$ cat config.mk
export PLATFORM = sky130hd
export DESIGN_NAME = vfu_div
export DESIGN_NICKNAME = d
export VERILOG_FILES = /design/src/rtl/core/vfu_div.sv
export SDC_FILE = /design/constraint.sdc
export NUM_CORES = 1
export LEC_CHECK = 0
export CORE_MARGIN = 3
export CORE_UTILIZATION = 60
export CTS_BUF_LIST = sky130_fd_sc_hd__clkbuf_4 sky130_fd_sc_hd__clkbuf_8 sky130_fd_sc_hd__clkbuf_16
export DETAILED_ROUTE_END_ITERATION = 16
export DONT_BUFFER_PORTS = 1
export PLACE_DENSITY_LB_ADDON = 0.25
export SETUP_SLACK_MARGIN = 0.4
export SYNTH_ARGS = -nofsm -noshare
export SYNTH_HDL_FRONTEND = slang
export SYNTH_SLANG_ARGS = --single-unit
$ cat constraint.sdc
create_clock -name clk -period 4.4 [get_ports clk]
set_input_delay 0.66 -clock clk [delete_from_list [all_inputs] [get_ports clk]]
set_output_delay 0.66 -clock clk [all_outputs]
set_load 0.1 [all_outputs]
$ cat src/rtl/core/vfu_div.sv
// pipelined restoring divider, one quotient bit per stage
// requires num < den << QW; sideband word rides along with each operand pair
module vfu_div #(
  parameter int DW = 15,
  parameter int QW = 16,
  parameter int SW = 1
) (
  input  logic            clk,
  input  logic            rst_n,
  input  logic            en,
  input  logic            in_valid,
  input  logic [DW+QW-1:0] in_num,
  input  logic [DW-1:0]   in_den,
  input  logic [SW-1:0]   in_side,
  output logic            out_valid,
  output logic [QW-1:0]   out_quo,
  output logic [SW-1:0]   out_side
);

  localparam int RW = DW + QW;

  logic          valid_r [0:QW];
  logic [RW-1:0] rem_r   [0:QW];
  logic [DW-1:0] den_r   [0:QW];
  logic [QW-1:0] quo_r   [0:QW];
  logic [SW-1:0] side_r  [0:QW];

  always_ff @(posedge clk) begin
    if (!rst_n) begin
      valid_r[0] <= 1'b0;
    end else if (en) begin
      valid_r[0] <= in_valid;
    end
  end

  always_ff @(posedge clk) begin
    if (en) begin
      rem_r[0]  <= in_num;
      den_r[0]  <= in_den;
      quo_r[0]  <= '0;
      side_r[0] <= in_side;
    end
  end

  for (genvar g = 0; g < QW; g++) begin : g_stage
    localparam int SH = QW - 1 - g;
    logic [RW-1:0] shifted;
    logic          ge;
    logic [RW-1:0] rem_nxt;

    assign shifted = RW'(den_r[g]) << SH;
    assign ge      = rem_r[g] >= shifted;
    assign rem_nxt = ge ? rem_r[g] - shifted : rem_r[g];

    always_ff @(posedge clk) begin
      if (!rst_n) begin
        valid_r[g+1] <= 1'b0;
      end else if (en) begin
        valid_r[g+1] <= valid_r[g];
      end
    end

    always_ff @(posedge clk) begin
      if (en) begin
        rem_r[g+1]  <= rem_nxt;
        den_r[g+1]  <= den_r[g];
        quo_r[g+1]  <= {quo_r[g][QW-2:0], ge};
        side_r[g+1] <= side_r[g];
      end
    end
  end

  assign out_valid = valid_r[QW];
  assign out_quo   = quo_r[QW];
  assign out_side  = side_r[QW];

endmodule
Word-level counts from Yosys, hierarchy flattened
Memory sizes are Yosys's and may differ from the RTL's.
Index checks and enable logic that the tools add are counted.
- add/subtract/negate cells: 16
- order comparisons: 16
- multiplexer cells: 38
- bitwise operators: 17
- operators with widths (operator ; number):
    2-to-1 mux 31 bit ; 16
    >= comparator 31 x 15 -> 1 bit ; 1
    >= comparator 31 x 16 -> 1 bit ; 1
    >= comparator 31 x 17 -> 1 bit ; 1
    >= comparator 31 x 18 -> 1 bit ; 1
    >= comparator 31 x 19 -> 1 bit ; 1
    >= comparator 31 x 20 -> 1 bit ; 1
    >= comparator 31 x 21 -> 1 bit ; 1
    >= comparator 31 x 22 -> 1 bit ; 1
    >= comparator 31 x 23 -> 1 bit ; 1
    >= comparator 31 x 24 -> 1 bit ; 1
    >= comparator 31 x 25 -> 1 bit ; 1
    >= comparator 31 x 26 -> 1 bit ; 1
    >= comparator 31 x 27 -> 1 bit ; 1
    >= comparator 31 x 28 -> 1 bit ; 1
    >= comparator 31 x 29 -> 1 bit ; 1
    >= comparator 31 x 30 -> 1 bit ; 1
    subtractor 31 x 15 -> 31 bit ; 1
    subtractor 31 x 16 -> 31 bit ; 1
    subtractor 31 x 17 -> 31 bit ; 1
    subtractor 31 x 18 -> 31 bit ; 1
    subtractor 31 x 19 -> 31 bit ; 1
    subtractor 31 x 20 -> 31 bit ; 1
    subtractor 31 x 21 -> 31 bit ; 1
    other kinds (11) ; 48
- register bits after elaboration: 0
- memory bits (writable): 1088
- output and inout port bits: 18
- memories: 5
- memory list (memory ; words ; bits a word ; rd ports ; clocked after memory_dff ; write ports ; RTL line ; source):
    rem_r ; 17 ; 31 ; 16 ; 0 ; 17 ; 23 ; logic [RW-1:0] rem_r [0:QW];
    quo_r ; 17 ; 16 ; 17 ; 0 ; 17 ; 25 ; logic [QW-1:0] quo_r [0:QW];
    den_r ; 17 ; 15 ; 16 ; 0 ; 17 ; 24 ; logic [DW-1:0] den_r [0:QW];
    side_r ; 17 ; 1 ; 17 ; 0 ; 17 ; 26 ; logic [SW-1:0] side_r [0:QW];
    valid_r ; 17 ; 1 ; 17 ; 0 ; 17 ; 22 ; logic valid_r [0:QW];

Depth between registers and ports, before layout
- depth in word-level cells: 4
- mapped depth: 14
- mapped depth without buffers: 13

Least setup slack after synthesis
OpenSTA, ideal clock, no wires.
- kind: register to register
- start: memory rem_r[0][135] (netlist bit)
- end: memory rem_r[0][184] (netlist bit) (data pin)
- setup time: 0.258 ns
- data arrival time: 2.887 ns
- data required time: 4.142 ns
- path slack: 1.256 ns
- stages on the path, launching flop included: 13
- buffers on the path: 0
- cells stage by stage: edfxtp_1 inv_1 ha_1 inv_1 fa_1 a211oi_2 o21ai_1 a31oi_2 o21ai_1 a221o_1 o31ai_1 or4b_1 xnor2_1
- RTL lines (what ; RTL line):
    start: declaration ; 23

==> results.env <==
MAX_SLEW_MARGIN=0.287
STDCELL_AREA_MM2=0.0488
DOMINANTREGCELLSYNTH='sky130_fd_sc_hd__edfxtp_1'
LEAKAGEPOWER_nW=18.4
WIRE_LENGTH_OF_THE_FIRST_GLOBAL_ROUTING_PASS_UM=146000
FINAL_HOLD_VIOL_COUNT=0
FIRSTDRTPASSITERS=6
TIMING.FMAX_GHz=0.270
TOTALWIRELENGTH_UM=92500
SETUP.WORST_PATH.START_CLASS='flip-flop'
FINAL.SETUP.TNS_PS=0
PERIOD_NEEDED_PS=3710
SYN_TO_FINAL_GROWTH_PCT=9.64
CLK_LATENCY_PS=650
LAYOUT_SETUP_WS_PS=691
CP_MAX_FO=4
YOSYSWARNINGCOUNT=0
POST_SYNTH.CELL_AREA_AVG_UM2=12.7
GLOBALPLACE.CONGESTION=0.916
MAX_CLOCK_SKEW_PS=32.5
DIE_Y_UM=278
FINAL-SETUP-VIOL-COUNT=0
NUMBER_OF_ANTENNA_VIOLATIONS_AT_THE_FIRST_CHECK_IN_GLOBAL_ROUTING=0
WORST-SETUP-PATH-TYPE='reg -> reg'
WORSTHOLDPATHTYPE='in -> reg'
CPLARGESTDELAYFAMILY='simple AND/OR/NAND/NOR gates'
YS_SEQ_ELEMENTS=906
WORSTPATHARRIVAL_PS=4090
POST_DR_WIRELENGTH_CELL_UM=20.0
VIASPERCELL=5.99
NUMCTSBUFFERS=93
MAXCAPVIOLATIONS=0
P_PER_AREA_mW_PER_MM2=603
SYNTH-ASYNC-RESET-RATIO=0
REGISTER_AREA_MM2=0.0272
CRIT_PATH_TOP_DELAY_CELL='sky130_fd_sc_hd__a2111oi_4'
MULTI_INPUT_GATE_AREA_MM2=0.0159
CP.BUFFERS_INVERTERS=2
CRITICAL-PATH-MAX-STAGE-DELAY_PS=480
MAX-CLOCK-PATH-BUFFERS=3
SYNTH-EDFF-COUNT=905
YS_SEQ_AREA_FRAC=0.612
CLKSINKCOUNT=906
SYNTH_FP_NETS=3820
INITIAL_UTILIZATION=0.607
SHARE_OF_POST_ROUTE_CELLS_WITH_DRIVE_STRENGTH_ABOVE_1=0.0773
UNREPAIRED_SETUP_ENDPOINTS_AFTER_GLOBAL_ROUTING='false'
CRITPATHCAPTURETYPE='flip-flop'
INITIALDRTVIOLATIONCOUNT=1922
GROUTE.USAGE.OVERALL=0.237
DRC_ERRORS=0
CLOCK-ROOT-BUFFER='sky130_fd_sc_hd__clkbuf_16'
DETAIL-ROUTE-ANTENNA-NETS=0
FIRST_GLOBAL_VIAS=28900
SYNTH_AREA_MM2=0.0445
PLACEMENT.CELL_AREA_MM2=0.0456
RUN_STATUS='complete, no violations'
FILLER_CELL_COUNT=5109
ROUTE.VIAS.TOTAL=27700
SYNTHESIS.INSTANCES=3514
TRITONCTS='built'
H-TREE-DEPTH=3
GR-TOTAL-OVERFLOW=0
WORST_PIN_SLEW_PS=1070
FINAL-MAX-SLEW-VIOLATION-COUNT=0
HPWL_UM=65900
FIN_NETS=3889
DIE_AREA_MM2=0.0774
GRT_MAX_DEGREE=908
FP.DIEW_UM=278
TIMING.CRITICAL_PATH.CELLS='inv_1 -> ha_1 -> inv_1 -> fa_1 -> a211oi_1 -> o21bai_1 -> a2111oi_4 -> nor3_1 -> nand3b_1 -> or3_1 -> nor3_1 -> xor2_1'
COUNT_OF_INSERTED_ANTENNA_DIODE_CELLS=0
TIMING.FINAL.CRIT_SHARE=0.843
SYNTH.DISTINCT_CELLS=100
WORST_SETUP_HOLD_PATH_CLK_SLEW_PS=60
WORST_EP_REQUIRED_TIME_PS=4780
PLACEABLECOREAREA_MM2=0.0732
VDD.IR_DROP.WORST_mV=0.376
PLACEMENTROWS=99
PORT-BUFFER-COUNT=0
WORST_SLACK_AT_PLACEMENT_PS=704
IO_PINS=69
## flip-flops by register name, summed over array words and instances, names as in the netlist
register	cells
rem_r	496
quo_r	136
den_r	240
valid_r	17
side_r	17
## worst paths after layout
path                           startpoint                      end  slack [ps]  cells after the start
setup / recovery  rem_r[0][375]$_DFFE_PP_  rem_r[0][430]$_DFFE_PP_         690                     12
hold / removal                  in_den[7]    den_r[0][7]$_DFFE_PP_         110                      0
setup reg to reg  rem_r[0][375]$_DFFE_PP_  rem_r[0][430]$_DFFE_PP_         690                     12
hold reg to reg     quo_r[5][7]$_DFFE_PP_   quo_r[5][24]$_DFFE_PP_         410                      0
## final cells by class
cell class	instances	share of cell area
clock buffer	108	0.0508
tap	959	0.0246
inverter	304	0.0234
clock inverter	64	0.0110
timing repair buffer	30	0.00662
multi-input combinational	2248	0.326
sequential	906	0.558
## cells in the mapped netlist (26+ instances only)
master / number / share of area
sky130_fd_sc_hd__mux2_2: 47 / 0.012
sky130_fd_sc_hd__xor2_1: 130 / 0.026
sky130_fd_sc_hd__nand4_1: 43 / 0.0060
sky130_fd_sc_hd__nor2_1: 242 / 0.020
sky130_fd_sc_hd__o21bai_1: 31 / 0.0052
sky130_fd_sc_hd__nand2b_1: 44 / 0.0062
sky130_fd_sc_hd__edfxtp_1: 905 / 0.61
sky130_fd_sc_hd__clkbuf_1: 26 / 0.0022
sky130_fd_sc_hd__nor4_1: 51 / 0.0072
sky130_fd_sc_hd__nand2_1: 200 / 0.017
sky130_fd_sc_hd__xnor2_1: 146 / 0.029
sky130_fd_sc_hd__ha_1: 240 / 0.068
sky130_fd_sc_hd__nor2b_1: 42 / 0.0059
sky130_fd_sc_hd__inv_1: 301 / 0.025
sky130_fd_sc_hd__nor3_1: 78 / 0.0088
sky130_fd_sc_hd__a21o_1: 79 / 0.013
sky130_fd_sc_hd__or3_1: 30 / 0.0042
sky130_fd_sc_hd__and3_1: 39 / 0.0055
sky130_fd_sc_hd__o21ai_0: 160 / 0.018
sky130_fd_sc_hd__nand3_1: 37 / 0.0042
sky130_fd_sc_hd__a21oi_1: 241 / 0.027
sky130_fd_sc_hd__o21a_1: 44 / 0.0074
## per-layer routing
layer | wire (um) | GRT usage
met5 | 0 | 0
met4 | 6400 | 0.149
met3 | 2830 | 0.0319
met2 | 51900 | 0.475
met1 | 31300 | 0.224
## what timing repair did
action | CTS | global route
setup buffers | 0 | 0
setup endpoints to repair | 0 | 16
hold buffers | 0 | 0
resized for setup | 0 | 0
## cell usage in the layout (no fill, tap or decap), types with 9 or more instances in the layout
cell / synthesis / final
sky130_fd_sc_hd__edfxtp_1: 905 / 905
sky130_fd_sc_hd__inv_1: 301 / 301
sky130_fd_sc_hd__nor2_1: 242 / 242
sky130_fd_sc_hd__a21oi_1: 241 / 241
sky130_fd_sc_hd__ha_1: 240 / 240
sky130_fd_sc_hd__nand2_1: 200 / 200
sky130_fd_sc_hd__o21ai_0: 160 / 160
sky130_fd_sc_hd__xnor2_1: 146 / 146
sky130_fd_sc_hd__xor2_1: 130 / 130
sky130_fd_sc_hd__clkbuf_16: 0 / 96
sky130_fd_sc_hd__a21o_1: 79 / 79
sky130_fd_sc_hd__nor3_1: 78 / 78
sky130_fd_sc_hd__nor4_1: 51 / 51
sky130_fd_sc_hd__mux2_2: 47 / 47
sky130_fd_sc_hd__nand2b_1: 44 / 44
sky130_fd_sc_hd__o21a_1: 44 / 44
sky130_fd_sc_hd__nand4_1: 43 / 43
sky130_fd_sc_hd__nor2b_1: 42 / 42
sky130_fd_sc_hd__and3_1: 39 / 39
sky130_fd_sc_hd__nand3_1: 37 / 37
sky130_fd_sc_hd__clkinv_1: 2 / 33
sky130_fd_sc_hd__o21bai_1: 31 / 31
sky130_fd_sc_hd__or3_1: 30 / 30
sky130_fd_sc_hd__a211oi_1: 25 / 25
sky130_fd_sc_hd__buf_4: 5 / 25
sky130_fd_sc_hd__o31ai_1: 24 / 24
sky130_fd_sc_hd__fa_1: 15 / 15
sky130_fd_sc_hd__or4_1: 14 / 14
sky130_fd_sc_hd__nor4b_1: 14 / 14
sky130_fd_sc_hd__a31oi_1: 14 / 13
sky130_fd_sc_hd__clkbuf_4: 0 / 13
sky130_fd_sc_hd__o31a_1: 12 / 12
sky130_fd_sc_hd__o2111ai_1: 12 / 12
sky130_fd_sc_hd__or2_2: 12 / 12
sky130_fd_sc_hd__o211ai_1: 12 / 12
sky130_fd_sc_hd__clkinv_2: 0 / 11
sky130_fd_sc_hd__and2_1: 10 / 10
sky130_fd_sc_hd__nand3b_1: 9 / 9
sky130_fd_sc_hd__nand4b_1: 9 / 9
## through the flow
stage / utilization / power [mW] / instances / hold slack [ps]
after CTS: 0.664 / 29.3 / 4614 / 70.3
after global placement: 0.623 / 21.2 / 4442 / 400
after detailed placement: 0.623 / 21.6 / 4442 / 405
final: 0.666 / 29.4 / 4619 / 105
after global routing: 0.666 / 31.0 / 4619 / 72.9
after floorplan: - / 19.2 / 3514 / 400
## power breakdown
part	switching [mW]	leakage, nW	internal (mW)	total [mW]
combinational	5.05	8.21	3.81	8.86
clock	3.27	1.47	4.40	7.68
sequential	1.16	8.73	11.7	12.9
## logic make-up (layout without fill, tap and decap cells)
| logic type | after synthesis | in the layout | share of synthesized area |
|---|---|---|---|
| AO/OA/AOI/OAI | 745 | 745 | 0.107 |
| flip-flops | 906 | 906 | 0.612 |
| XOR/XNOR | 276 | 276 | 0.0544 |
| AND/OR/NAND/NOR | 922 | 922 | 0.108 |
| multiplexers | 50 | 50 | 0.0126 |
| buffers and inverters | 360 | 506 | 0.0315 |
| adder cells (fa/ha/maj) | 255 | 255 | 0.0743 |
Note: power is estimated with default switching activity, not from simulation.
