$ cat src/rtl/core/vfu_sqrt.sv
// pipelined integer square root, one result bit per stage, floor rounding
// depends on nothing; sideband word rides along with each value
module vfu_sqrt #(
  parameter int VW = 30,
  parameter int SW = 1
) (
  input  logic            clk,
  input  logic            rst_n,
  input  logic            en,
  input  logic            in_valid,
  input  logic [VW-1:0]   in_val,
  input  logic [SW-1:0]   in_side,
  output logic            out_valid,
  output logic [VW/2-1:0] out_root,
  output logic [SW-1:0]   out_side
);

  localparam int NS = VW / 2;

  logic          valid_r [0:NS];
  logic [VW-1:0] v_r     [0:NS];
  logic [VW-1:0] res_r   [0:NS];
  logic [SW-1:0] side_r  [0:NS];

  always_ff @(posedge clk) begin
    if (!rst_n) begin
      valid_r[0] <= 1'b0;
    end else if (en) begin
      valid_r[0] <= in_valid;
    end
  end

  always_ff @(posedge clk) begin
    if (en) begin
      v_r[0]    <= in_val;
      res_r[0]  <= '0;
      side_r[0] <= in_side;
    end
  end

  for (genvar g = 0; g < NS; g++) begin : g_stage
    localparam int SH = VW - 2 - 2 * g;
    logic [VW:0]   trial;
    logic          ge;
    logic [VW-1:0] v_nxt;
    logic [VW-1:0] res_nxt;

    assign trial = {1'b0, res_r[g]} + ((VW + 1)'(1) << SH);
    assign ge    = {1'b0, v_r[g]} >= trial;

    always_comb begin
      if (ge) begin
        v_nxt   = VW'({1'b0, v_r[g]} - trial);
        res_nxt = VW'(({1'b0, res_r[g]} >> 1) + ((VW + 1)'(1) << SH));
      end else begin
        v_nxt   = v_r[g];
        res_nxt = res_r[g] >> 1;
      end
    end

    always_ff @(posedge clk) begin
      if (!rst_n) begin
        valid_r[g+1] <= 1'b0;
      end else if (en) begin
        valid_r[g+1] <= valid_r[g];
      end
    end

    always_ff @(posedge clk) begin
      if (en) begin
        v_r[g+1]    <= v_nxt;
        res_r[g+1]  <= res_nxt;
        side_r[g+1] <= side_r[g];
      end
    end
  end

  assign out_valid = valid_r[NS];
  assign out_root  = res_r[NS][NS-1:0];
  assign out_side  = side_r[NS];

endmodule

$ cat config.mk
export PLATFORM = sky130hd
export DESIGN_NAME = vfu_sqrt
export DESIGN_NICKNAME = d
export VERILOG_FILES = /design/src/rtl/core/vfu_sqrt.sv
export SDC_FILE = /design/constraint.sdc
export NUM_CORES = 1
export LEC_CHECK = 0
export BUFFER_PORTS_ARGS = -buffer_cell sky130_fd_sc_hd__buf_2
export CORE_MARGIN = 4
export CORE_UTILIZATION = 55
export CTS_CLUSTER_DIAMETER = 50
export DETAILED_ROUTE_END_ITERATION = 7
export PLACE_DENSITY = 0.74
export SETUP_SLACK_MARGIN = 0.1
export SLEW_MARGIN = 20
export SYNTH_ARGS = -nofsm -noshare
export SYNTH_HDL_FRONTEND = slang
export SYNTH_SLANG_ARGS = --single-unit
$ cat constraint.sdc
create_clock -name clk -period 2.9 [get_ports clk]
set_input_delay 0.435 -clock clk [delete_from_list [all_inputs] [get_ports clk]]
set_output_delay 0.435 -clock clk [all_outputs]
set_load 0.01 [all_outputs]
* Word level (Yosys, flattened, before mapping) *
Memory sizes are Yosys's and may differ from the RTL's.
Index checks and enable logic that the tools add are counted.

storage, ports and cells
  flip-flop bits (word level) = 0
  bits in writable memories = 992
  input bits = 35
  output and inout bits = 17
  logic and storage cells = 131
  memories kept = 4

cells by class
  add/subtract/negate cells = 45
  order comparisons = 15
  muxes and demuxes = 51
  bitwise operators = 16

memories
  name     depth  bits a word  read ports  clocked after Yosys merged registers in  wr ports  line  text
  res_r    16     30           16          0                                        16        22    logic [VW-1:0] res_r [0:NS];
  v_r      16     30           15          0                                        16        21    logic [VW-1:0] v_r [0:NS];
  side_r   16     1            16          0                                        16        23    logic [SW-1:0] side_r [0:NS];
  valid_r  16     1            16          0                                        16        20    logic valid_r [0:NS];

operators with widths
  operator                                                           count
  30-bit 2-to-1 mux                                                  30
  30-bit by 31-bit greater-or-equal comparator with 1-bit output     15
  30-bit subtractor                                                  15
  30-bit by 1-bit adder with 31-bit output (second input constant)   1
  30-bit by 11-bit adder with 31-bit output (second input constant)  1
  30-bit by 13-bit adder with 31-bit output (second input constant)  1
  30-bit by 15-bit adder with 31-bit output (second input constant)  1
  30-bit by 17-bit adder with 31-bit output (second input constant)  1
  30-bit by 19-bit adder with 31-bit output (second input constant)  1
  30-bit by 21-bit adder with 31-bit output (second input constant)  1
  30-bit by 23-bit adder with 31-bit output (second input constant)  1
  30-bit by 25-bit adder with 31-bit output (second input constant)  1
  30-bit by 27-bit adder with 31-bit output (second input constant)  1
  30-bit by 29-bit adder with 31-bit output (second input constant)  1
  30-bit by 3-bit adder with 31-bit output (second input constant)   1
  30-bit by 5-bit adder with 31-bit output (second input constant)   1
  30-bit by 7-bit adder with 31-bit output (second input constant)   1
  30-bit by 9-bit adder with 31-bit output (second input constant)   1
  29-bit by 1-bit adder with 30-bit output (second input constant)   1
  29-bit by 11-bit adder with 30-bit output (second input constant)  1
  29-bit by 13-bit adder with 30-bit output (second input constant)  1
  29-bit by 15-bit adder with 30-bit output (second input constant)  1
  29-bit by 17-bit adder with 30-bit output (second input constant)  1
  29-bit by 19-bit adder with 30-bit output (second input constant)  1
  11 further kinds                                                   46

* Depth between registers and ports, before layout *
Gate-level depths: netlist of the first run.

  depth in word-level cells = 4
  mapped depth = 12
  gate-level depth less buffers = 11

* Worst setup path before layout of the first run *
OpenSTA, ideal clock, no wires.

  path type = flip-flop to flip-flop
  from = memory v_r[13][14], in the netlist v_r[6][44]
  to = memory v_r[14][27], in the netlist v_r[7][27], data pin
  library setup time = 0.266 ns
  arrival = 2.740 ns
  data required time = 2.634 ns
  setup slack = -0.106 ns
  stages on the path, launching flop included = 12
  path buffers = 2
  path through = edfxtp_1 -> ha_1 -> clkbuf_1 -> nand4_1 -> or3_1 -> or4_1 -> nand4b_1 -> a211oi_2 -> or3_1 -> buf_2 -> nor4_4 -> xor2_1

RTL lines
  what             line
  start, declared  21

==> summary.txt, run 1 <==
Status
  • Status: finished with violations
  • Violated checks: setup timing

CTS
  • Clock Sinks: 602
  • CTS tree: done
  • H-tree levels: 3
  • TritonCTS Buffers: 68
  • Clock Latency Late Sink: 0.60 ns
  • CTS clk-pin slew, worst paths: 0.06 ns
  • CTS root buf: clkbuf_16
  • CTS max path bufs: 3

Min path
  • Hold path cells: 2
  • Hold EP: valid_r[0][0]
  • Hold Path Class: in -> reg
  • Hold_sp: in_valid

Logic synthesis
  • Mux cell area share after synthesis: 0.0105
  • Dominant synthesized flop cell: edfxtp_1
  • Library cells used by synthesis: 65
  • Syn avg cell area: 13.7 um2
  • Synth Instances: 1958
  • Post-synth EDFFs: 601
  • Synth Net Count: 2124
  • Seq/Total Area, Yosys: 0.671
  • Share of the synthesized area in the top cell type: 0.670
  • Post-synth top cells: 601 x edfxtp_1, 151 x inv_1, 131 x ha_1
  • Top post-synthesis cells by area: edfxtp_1 67%, ha_1 6.1%, xnor2_1 2.8%
  • Synth Register Bits: 602
  • Simple-gate portion of the synthesized area: 0.107
  • Post-synthesis xor/xnor area fraction: 0.0534
  • Post-synthesis async set-or-reset flop share: 0
  • Main combinational cell family by area after synthesis: simple AND/OR/NAND/NOR gates
  • Post-synth top area cell: edfxtp_1
  • Adder-Cell Fraction of Synth Area: 0.0609
  • Yosys warns: 0
  • Most frequent cell after synthesis: edfxtp_1
  • Mapped Area: 0.0269 mm2
  • Compound-Gate Fraction of Synth Area: 0.0726

Worst setup path
  • Critical path class: reg -> reg
  • Critical path required time: 3.23 ns
  • CP endpoint kind: register
  • Reg2Reg Depth: 10
  • Startpoint type of the worst setup path: register
  • Worst reg-to-reg setup slack: -0.07 ns
  • Critical Path AT: 3.29 ns
  • Reg-to-reg critical path startpoint: v_r[6][36]
  • CP Max Fanout: 5
  • FF-to-FF End: v_r[7][26]

Drt
  • Via density: 5.61
  • Post-DRT Antenna Nets: 0
  • Residual DRC: 0
  • DRT iter0 DRCs: 1049
  • Final wirelength: 53800 um
  • Initial DRT Pass Iterations: 8
  • DR vias: 16274
  • Routed wire per std cell: 18.5 um

STA
  • Slew margin rel.: 0.514
  • Slew @ Worst Pin: 0.729 ns
  • Final hold viol count: 0
  • Max Clock Skew: 0.0203 ns
  • Achievable clock frequency: 337 MHz
  • Final setup vio count: 2
  • Max-slew violations: 0
  • Tcrit/Tclk final: 1.02
  • RSZ-0062 raised after global routing: yes
  • Min Tclk post-route: 2.97 ns
  • Worst setup margin: -0.0665 ns

Final layout
  • Inserted Diodes: 0
  • Layout Cells excl Fill: 2901
  • Nets: 2402
  • Share of layout cells above drive strength 1: 0.194
  • Cell area after layout: 0.0323 mm2
  • P&R area growth vs syn: 20.1%
  • Fillcell total: 3236

GRT
  • Initial antenna violation count: 0
  • Largest net degree at the start of global routing: 125
  • Vias in the first global route: 17009
  • Overall Global Routing Usage: 0.203
  • First-pass GRT wire length: 85600 um
  • GR Overflow Total: 0

Floorplan
  • Chip height: 229 um
  • Core ar.: 0.0480 mm2
  • Row count: 80
  • IO Pins: 52
  • Die area: 0.0526 mm2
  • Die width: 229 um
  • Starting density of the core: 0.560

Placement
  • Dpl cells: 2715
  • RePlAce Congestion: 0.913
  • Place WS: -0.167 ns
  • Port-buffer cells: 51
  • Post-Place Cell Area: 0.0288 mm2
  • DP Wirelength: 36800 um

Power
  • Pleak: 12.3 nW
  • Power consumption: 0.0233 W
  • VDD IR max: 0.645 mV
  • Power Density: 721 mW/mm2

Job
  • Max Cap Viol: 0
-- stage by stage --
stage | utilization | setup TNS, ns | hold slack, ns
after detailed placement | 0.600 | -1.84 | 0.405
final | 0.673 | -0.126 | 0.143
after global placement | 0.600 | -0.886 | 0.401
after floorplan | - | 0 | 0.400
after global routing | 0.673 | -0.769 | 0.114
after CTS | 0.662 | -0.0569 | 0.109
-- cells by family (layout without fill, tap and decap cells) --
kind of cell | after synthesis | after routing
AO/OA/AOI/OAI | 312 | 312
XOR/XNOR | 164 | 164
adder cells (fa/ha/maj) | 131 | 131
buffers and inverters | 178 | 506
flip-flops | 602 | 602
multiplexers | 26 | 26
AND/OR/NAND/NOR | 545 | 545
-- flip-flops by register name (all words and copies together) (netlist names) --
name and count:
res_r 120, side_r 16, v_r 450, valid_r 16
-- worst max path at each step --
stage / start / end / slack (ns) / cells past startpoint
after floorplan: v_r[6][7] / v_r[6][54] / 0.11 / 9
after CTS: v_r[6][36] / v_r[7][22] / -0.05 / 10
after global routing: res_r[13][5] / v_r[7][26] / -0.18 / 11
after global placement: res_r[8][14] / v_r[4][55] / -0.1 / 11
after detailed placement: res_r[8][14] / v_r[4][55] / -0.17 / 11
final: v_r[6][36] / v_r[7][26] / -0.07 / 10
-- critical path, cell delays in order (launching register included) --
cell      delay, ns
edfxtp_1       0.43
ha_4           0.30
nand4_1        0.12
buf_4          0.16
or3_1          0.29
or4_4          0.42
nand4b_1       0.13
a211oi_2       0.07
a221o_2        0.41
nor4_4         0.26
xor2_1         0.10
-- routing by layer --
layer  vias to the layer above  GRT usage  part of all wire
met1                      7890      0.206              0.36
met5                         -          0                 0
met4                         0     0.0919             0.043
met2                       341      0.403              0.57
met3                       143     0.0331             0.031
li1                       7900          -                 -
-- report_power, final --
part	switching, W	internal (W)
Sequential	0.000626	0.0108
Combinational	0.00203	0.00174
Clock	0.00342	0.00470
-- timing repair --
action	CTS	global route
cloned	2	0
hold endpoints to repair	31	0
resized for setup	74	83
hold buffers	31	0
pin swaps	18	22
endpoints found under the setup margin	81	148
setup buffers	16	17
-- cell usage in the layout (no fill, tap or decap), types with 45 or more instances in the layout --
master	synthesis	layout
buf_2	2	51
nand2_1	125	123
edfxtp_1	601	601
xnor2_1	87	86
nor3_1	59	47
o21ai_0	107	95
nor2_1	96	88
a21oi_1	65	58
inv_1	151	145
clkbuf_16	0	69
ha_1	131	118
xor2_1	77	77
buf_4	0	139
nor4_1	60	45
-- cell type report --
cell class | instances | area, um2 | area share
clock buffers | 79 | 1760 | 0.0545
inverters | 151 | 574 | 0.0178
multi-input cells | 1178 | 8970 | 0.277
well taps | 615 | 769 | 0.0238
repair buffers | 235 | 1820 | 0.0562
clock inverters | 41 | 382 | 0.0118
flip-flops and latches | 602 | 18100 | 0.559
No activity file was read; power rests on OpenSTA's default activity.
==> run 2, diff against run 1 <==
Settings changed: CORE_UTILIZATION 55 to 45, PLACE_DENSITY 0.74 to not set.
==> run 2 against run 1 <==
Net effect:
- the run now ends clean
- sequential power about the same
- routed wire length down 0.31%
- die area up 21%
- clock power up 8.0%
- first-iteration DRC count down 14%
- via count down 0.45%
- cell area up 2.6%
- hold slack better by 0.020 ns
- non-clock buffer count up 17
- count of clock-buffer cells in the layout down 2
- global-route usage down 3.6 points
- maximum frequency up 3.9%
- largest cell class unchanged
- highest routed layer unchanged
==> summary.txt, run 2 (same netlist as run 1, synthesis figures left out) <==
Status
  • Status: complete, no violations

Placement
  • DP Wirelength: 37000 um (+0.53%)
  • Port-buffer cells: 51 (unchanged)
  • RePlAce Congestion: 0.893 (-2.2%)
  • Dpl cells: 2882 (+6.2%)
  • Place WS: -0.126 ns (+0.0417 ns)

GRT
  • First-pass GRT wire length: 85100 um (-0.48%)
  • Overall Global Routing Usage: 0.167 (-0.0363)
  • Vias in the first global route: 16857 (-0.89%)
  • GR Overflow Total: 0 (unchanged)
  • Largest net degree at the start of global routing: 122 (-2.4%)
  • Initial antenna violation count: 0 (unchanged)

STA
  • Hold Slack: 0.163 ns (+0.0204 ns)
  • Achievable clock frequency: 350 MHz (+3.9%)
  • Slew margin rel.: 0.517 (+0.00297)
  • RSZ-0062 raised after global routing: yes
  • Max-slew violations: 0 (unchanged)
  • Final setup vio count: 0 (-2)
  • Max Clock Skew: 0.0208 ns (+0.000454 ns)
  • Slew @ Worst Pin: 0.725 ns (-0.00445 ns)
  • Tcrit/Tclk final: 0.984 (-0.0384)
  • Final hold viol count: 0 (unchanged)
  • Min Tclk post-route: 2.86 ns (-0.111 ns)
  • Worst setup margin: 0.0450 ns (+0.111 ns)

Worst setup path
  • CP Buf/Inv Count: 0 (-1)
  • Crit path depth: 9 (-1)
  • CP Max Fanout: 5 (unchanged)
  • Worst reg-to-reg setup slack: 0.04 ns (+0.11 ns)
  • Crit path max-delay family: compound AO/OA/AOI/OAI gates
  • Critical Path AT: 3.19 ns (-0.10 ns)
  • FF-to-FF End: v_r[7][22]
  • Critical path required time: 3.23 ns (about the same)
  • CP startpoint: v_r[6][34]
  • Most Frequent Cell on Critical Path: a21oi_2
  • Reg2Reg Depth: 9 (-1)
  • End of the critical path: v_r[7][22]
  • CP cell instances: ha_4, nor2b_1, o31a_1, or3_1, a21oi_2, a21oi_2, a221o_2, nor4b_4, xor2_1
  • CP endpoint kind: register
  • Startpoint type of the worst setup path: register
  • Slowest stage delay, CP: 0.47 ns (+0.04 ns)
  • Critical path class: reg -> reg
  • Reg-to-reg critical path startpoint: v_r[6][34]
  • Crit-path slowest cell: a221o_2

Final layout
  • Commonest non-fill, non-tap cells in the layout: 601 x edfxtp_1, 147 x buf_4, 141 x inv_1, 122 x nand2_1, 109 x ha_1
  • Sequential cell area: 0.0181 mm2 (unchanged)
  • Fillcell total: 4715 (+46%)
  • Share of layout cells above drive strength 1: 0.218 (+0.0234)
  • Largest register FFs: 450 (unchanged)
  • Inserted Diodes: 0 (unchanged)
  • P&R area growth vs syn: 23.2%
  • Top reg by flops: v_r
  • Layout Cells excl Fill: 3089 (+6.5%)
  • Nets: 2424 (+0.92%)
  • Multi-input gate area: 0.00919 mm2 (+2.5%)
  • Commonest non-fill, non-tap cell in the layout: edfxtp_1
  • Largest regs: v_r (450), res_r (120)

Drt
  • DR vias: 16200 (-0.45%)
  • Via density: 5.24 (-6.5%)
  • Routed wire per std cell: 17.4 um (-6.4%)
  • Post-DRT Antenna Nets: 0 (unchanged)
  • Final wirelength: 53600 um (-0.31%)
  • Initial DRT Pass Iterations: 5 (-3)
  • Residual DRC: 0 (unchanged)
  • DRT iter0 DRCs: 906 (-14%)

Floorplan
  • Core ar.: 0.0591 mm2 (+23%)
  • Chip height: 253 um (+10%)
  • Row count: 89 (+11%)
  • Die area: 0.0638 mm2 (+21%)
  • IO Pins: 52 (unchanged)
  • Starting density of the core: 0.455 (-0.105)
  • Die width: 253 um (+10%)

CTS
  • H-tree levels: 3 (unchanged)
  • CTS clk-pin slew, worst paths: 0.06 ns (about the same)
  • Clock Latency Late Sink: 0.61 ns (about the same)
  • TritonCTS Buffers: 73 (+7.4%)
  • Clock Sinks: 602 (unchanged)
  • CTS tree: done
  • CTS max path bufs: 3 (unchanged)
  • CTS root buf: clkbuf_16

Power
  • VDD IR max: 0.602 mV (-6.7%)
  • Power Density: 724 mW/mm2 (+0.43%)
  • Power consumption: 0.0240 W (+3.0%)
  • Pleak: 12.6 nW (+2.0%)

Job
  • Max Cap Viol: 0 (unchanged)

Min path
  • Hold Path Class: in -> reg
==> run 2: cell count changes in the layout (fill, tap and decap cells not counted), moves of 6 or more <==
cell	delta
clkinv_2	+8
ha_4	+9
buf_4	+8
clkbuf_1	-7
buf_6	+6
inv_6	+7
ha_1	-9
==> run 2: repair_timing <==
item | CTS | global route
resized for setup | 54 | 138
pin swaps | 13 | 44
endpoints found under the hold margin | 31 | 0
setup buffers | 13 | 30
gates cloned | 0 | 1
setup endpoints to repair | 74 | 118
hold buffers | 31 | 0
==> run 2: how the worst min path moves through the flow <==
stage | startpoint | to | cells past startpoint
floorplan | side_r[0][0] | side_r[0][1] | 0
global placement | side_r[1][1] | side_r[2][0] | 0
detailed placement | side_r[7][0] | side_r[7][1] | 0
CTS | in_valid | valid_r[0][0] | 2
global route | in_valid | valid_r[0][0] | 2
finish | in_valid | valid_r[0][0] | 2
==> run 2: cell type report <==
| cell class | instances | area share |
|---|---|---|
| multi-input cells | 1178 | 0.277 |
| well taps | 773 | 0.0292 |
| clock inverters | 56 | 0.0147 |
| repair buffers | 252 | 0.0609 |
| inverters | 151 | 0.0173 |
| clock buffers | 77 | 0.0562 |
| flip-flops and latches | 602 | 0.545 |
==> run 2: where the power goes <==
| part | switching (W) | leakage (nW) | total [W] | internal, W |
|---|---|---|---|---|
| clock network | 0.00360 | 1.15 | 0.00877 | 0.00518 |
| registers | 0.000647 | 5.79 | 0.0114 | 0.0108 |
| logic | 0.00199 | 5.62 | 0.00381 | 0.00182 |
| total | 0.00623 | 12.6 | 0.0240 | 0.0178 |
==> run 2: metrics by stage <==
| step | instance area [um2] | TNS [ns] | util |
|---|---|---|---|
| finish | 33200 | 0 | 0.561 |
| detailed placement | 29100 | -1.98 | 0.493 |
| CTS | 32200 | -0.00925 | 0.544 |
| global route | 33200 | -0.368 | 0.561 |
| global placement | 29100 | -0.787 | 0.493 |
| floorplan | 26900 | 0 | - |
==> run 2: per-layer routing <==
layer,vias to the layer above,global-route usage,share of wire
li1,7958,-,-
met1,7806,0.173,0.37
met5,-,0,0
met3,148,0.0318,0.032
met2,288,0.320,0.55
met4,0,0.0851,0.050
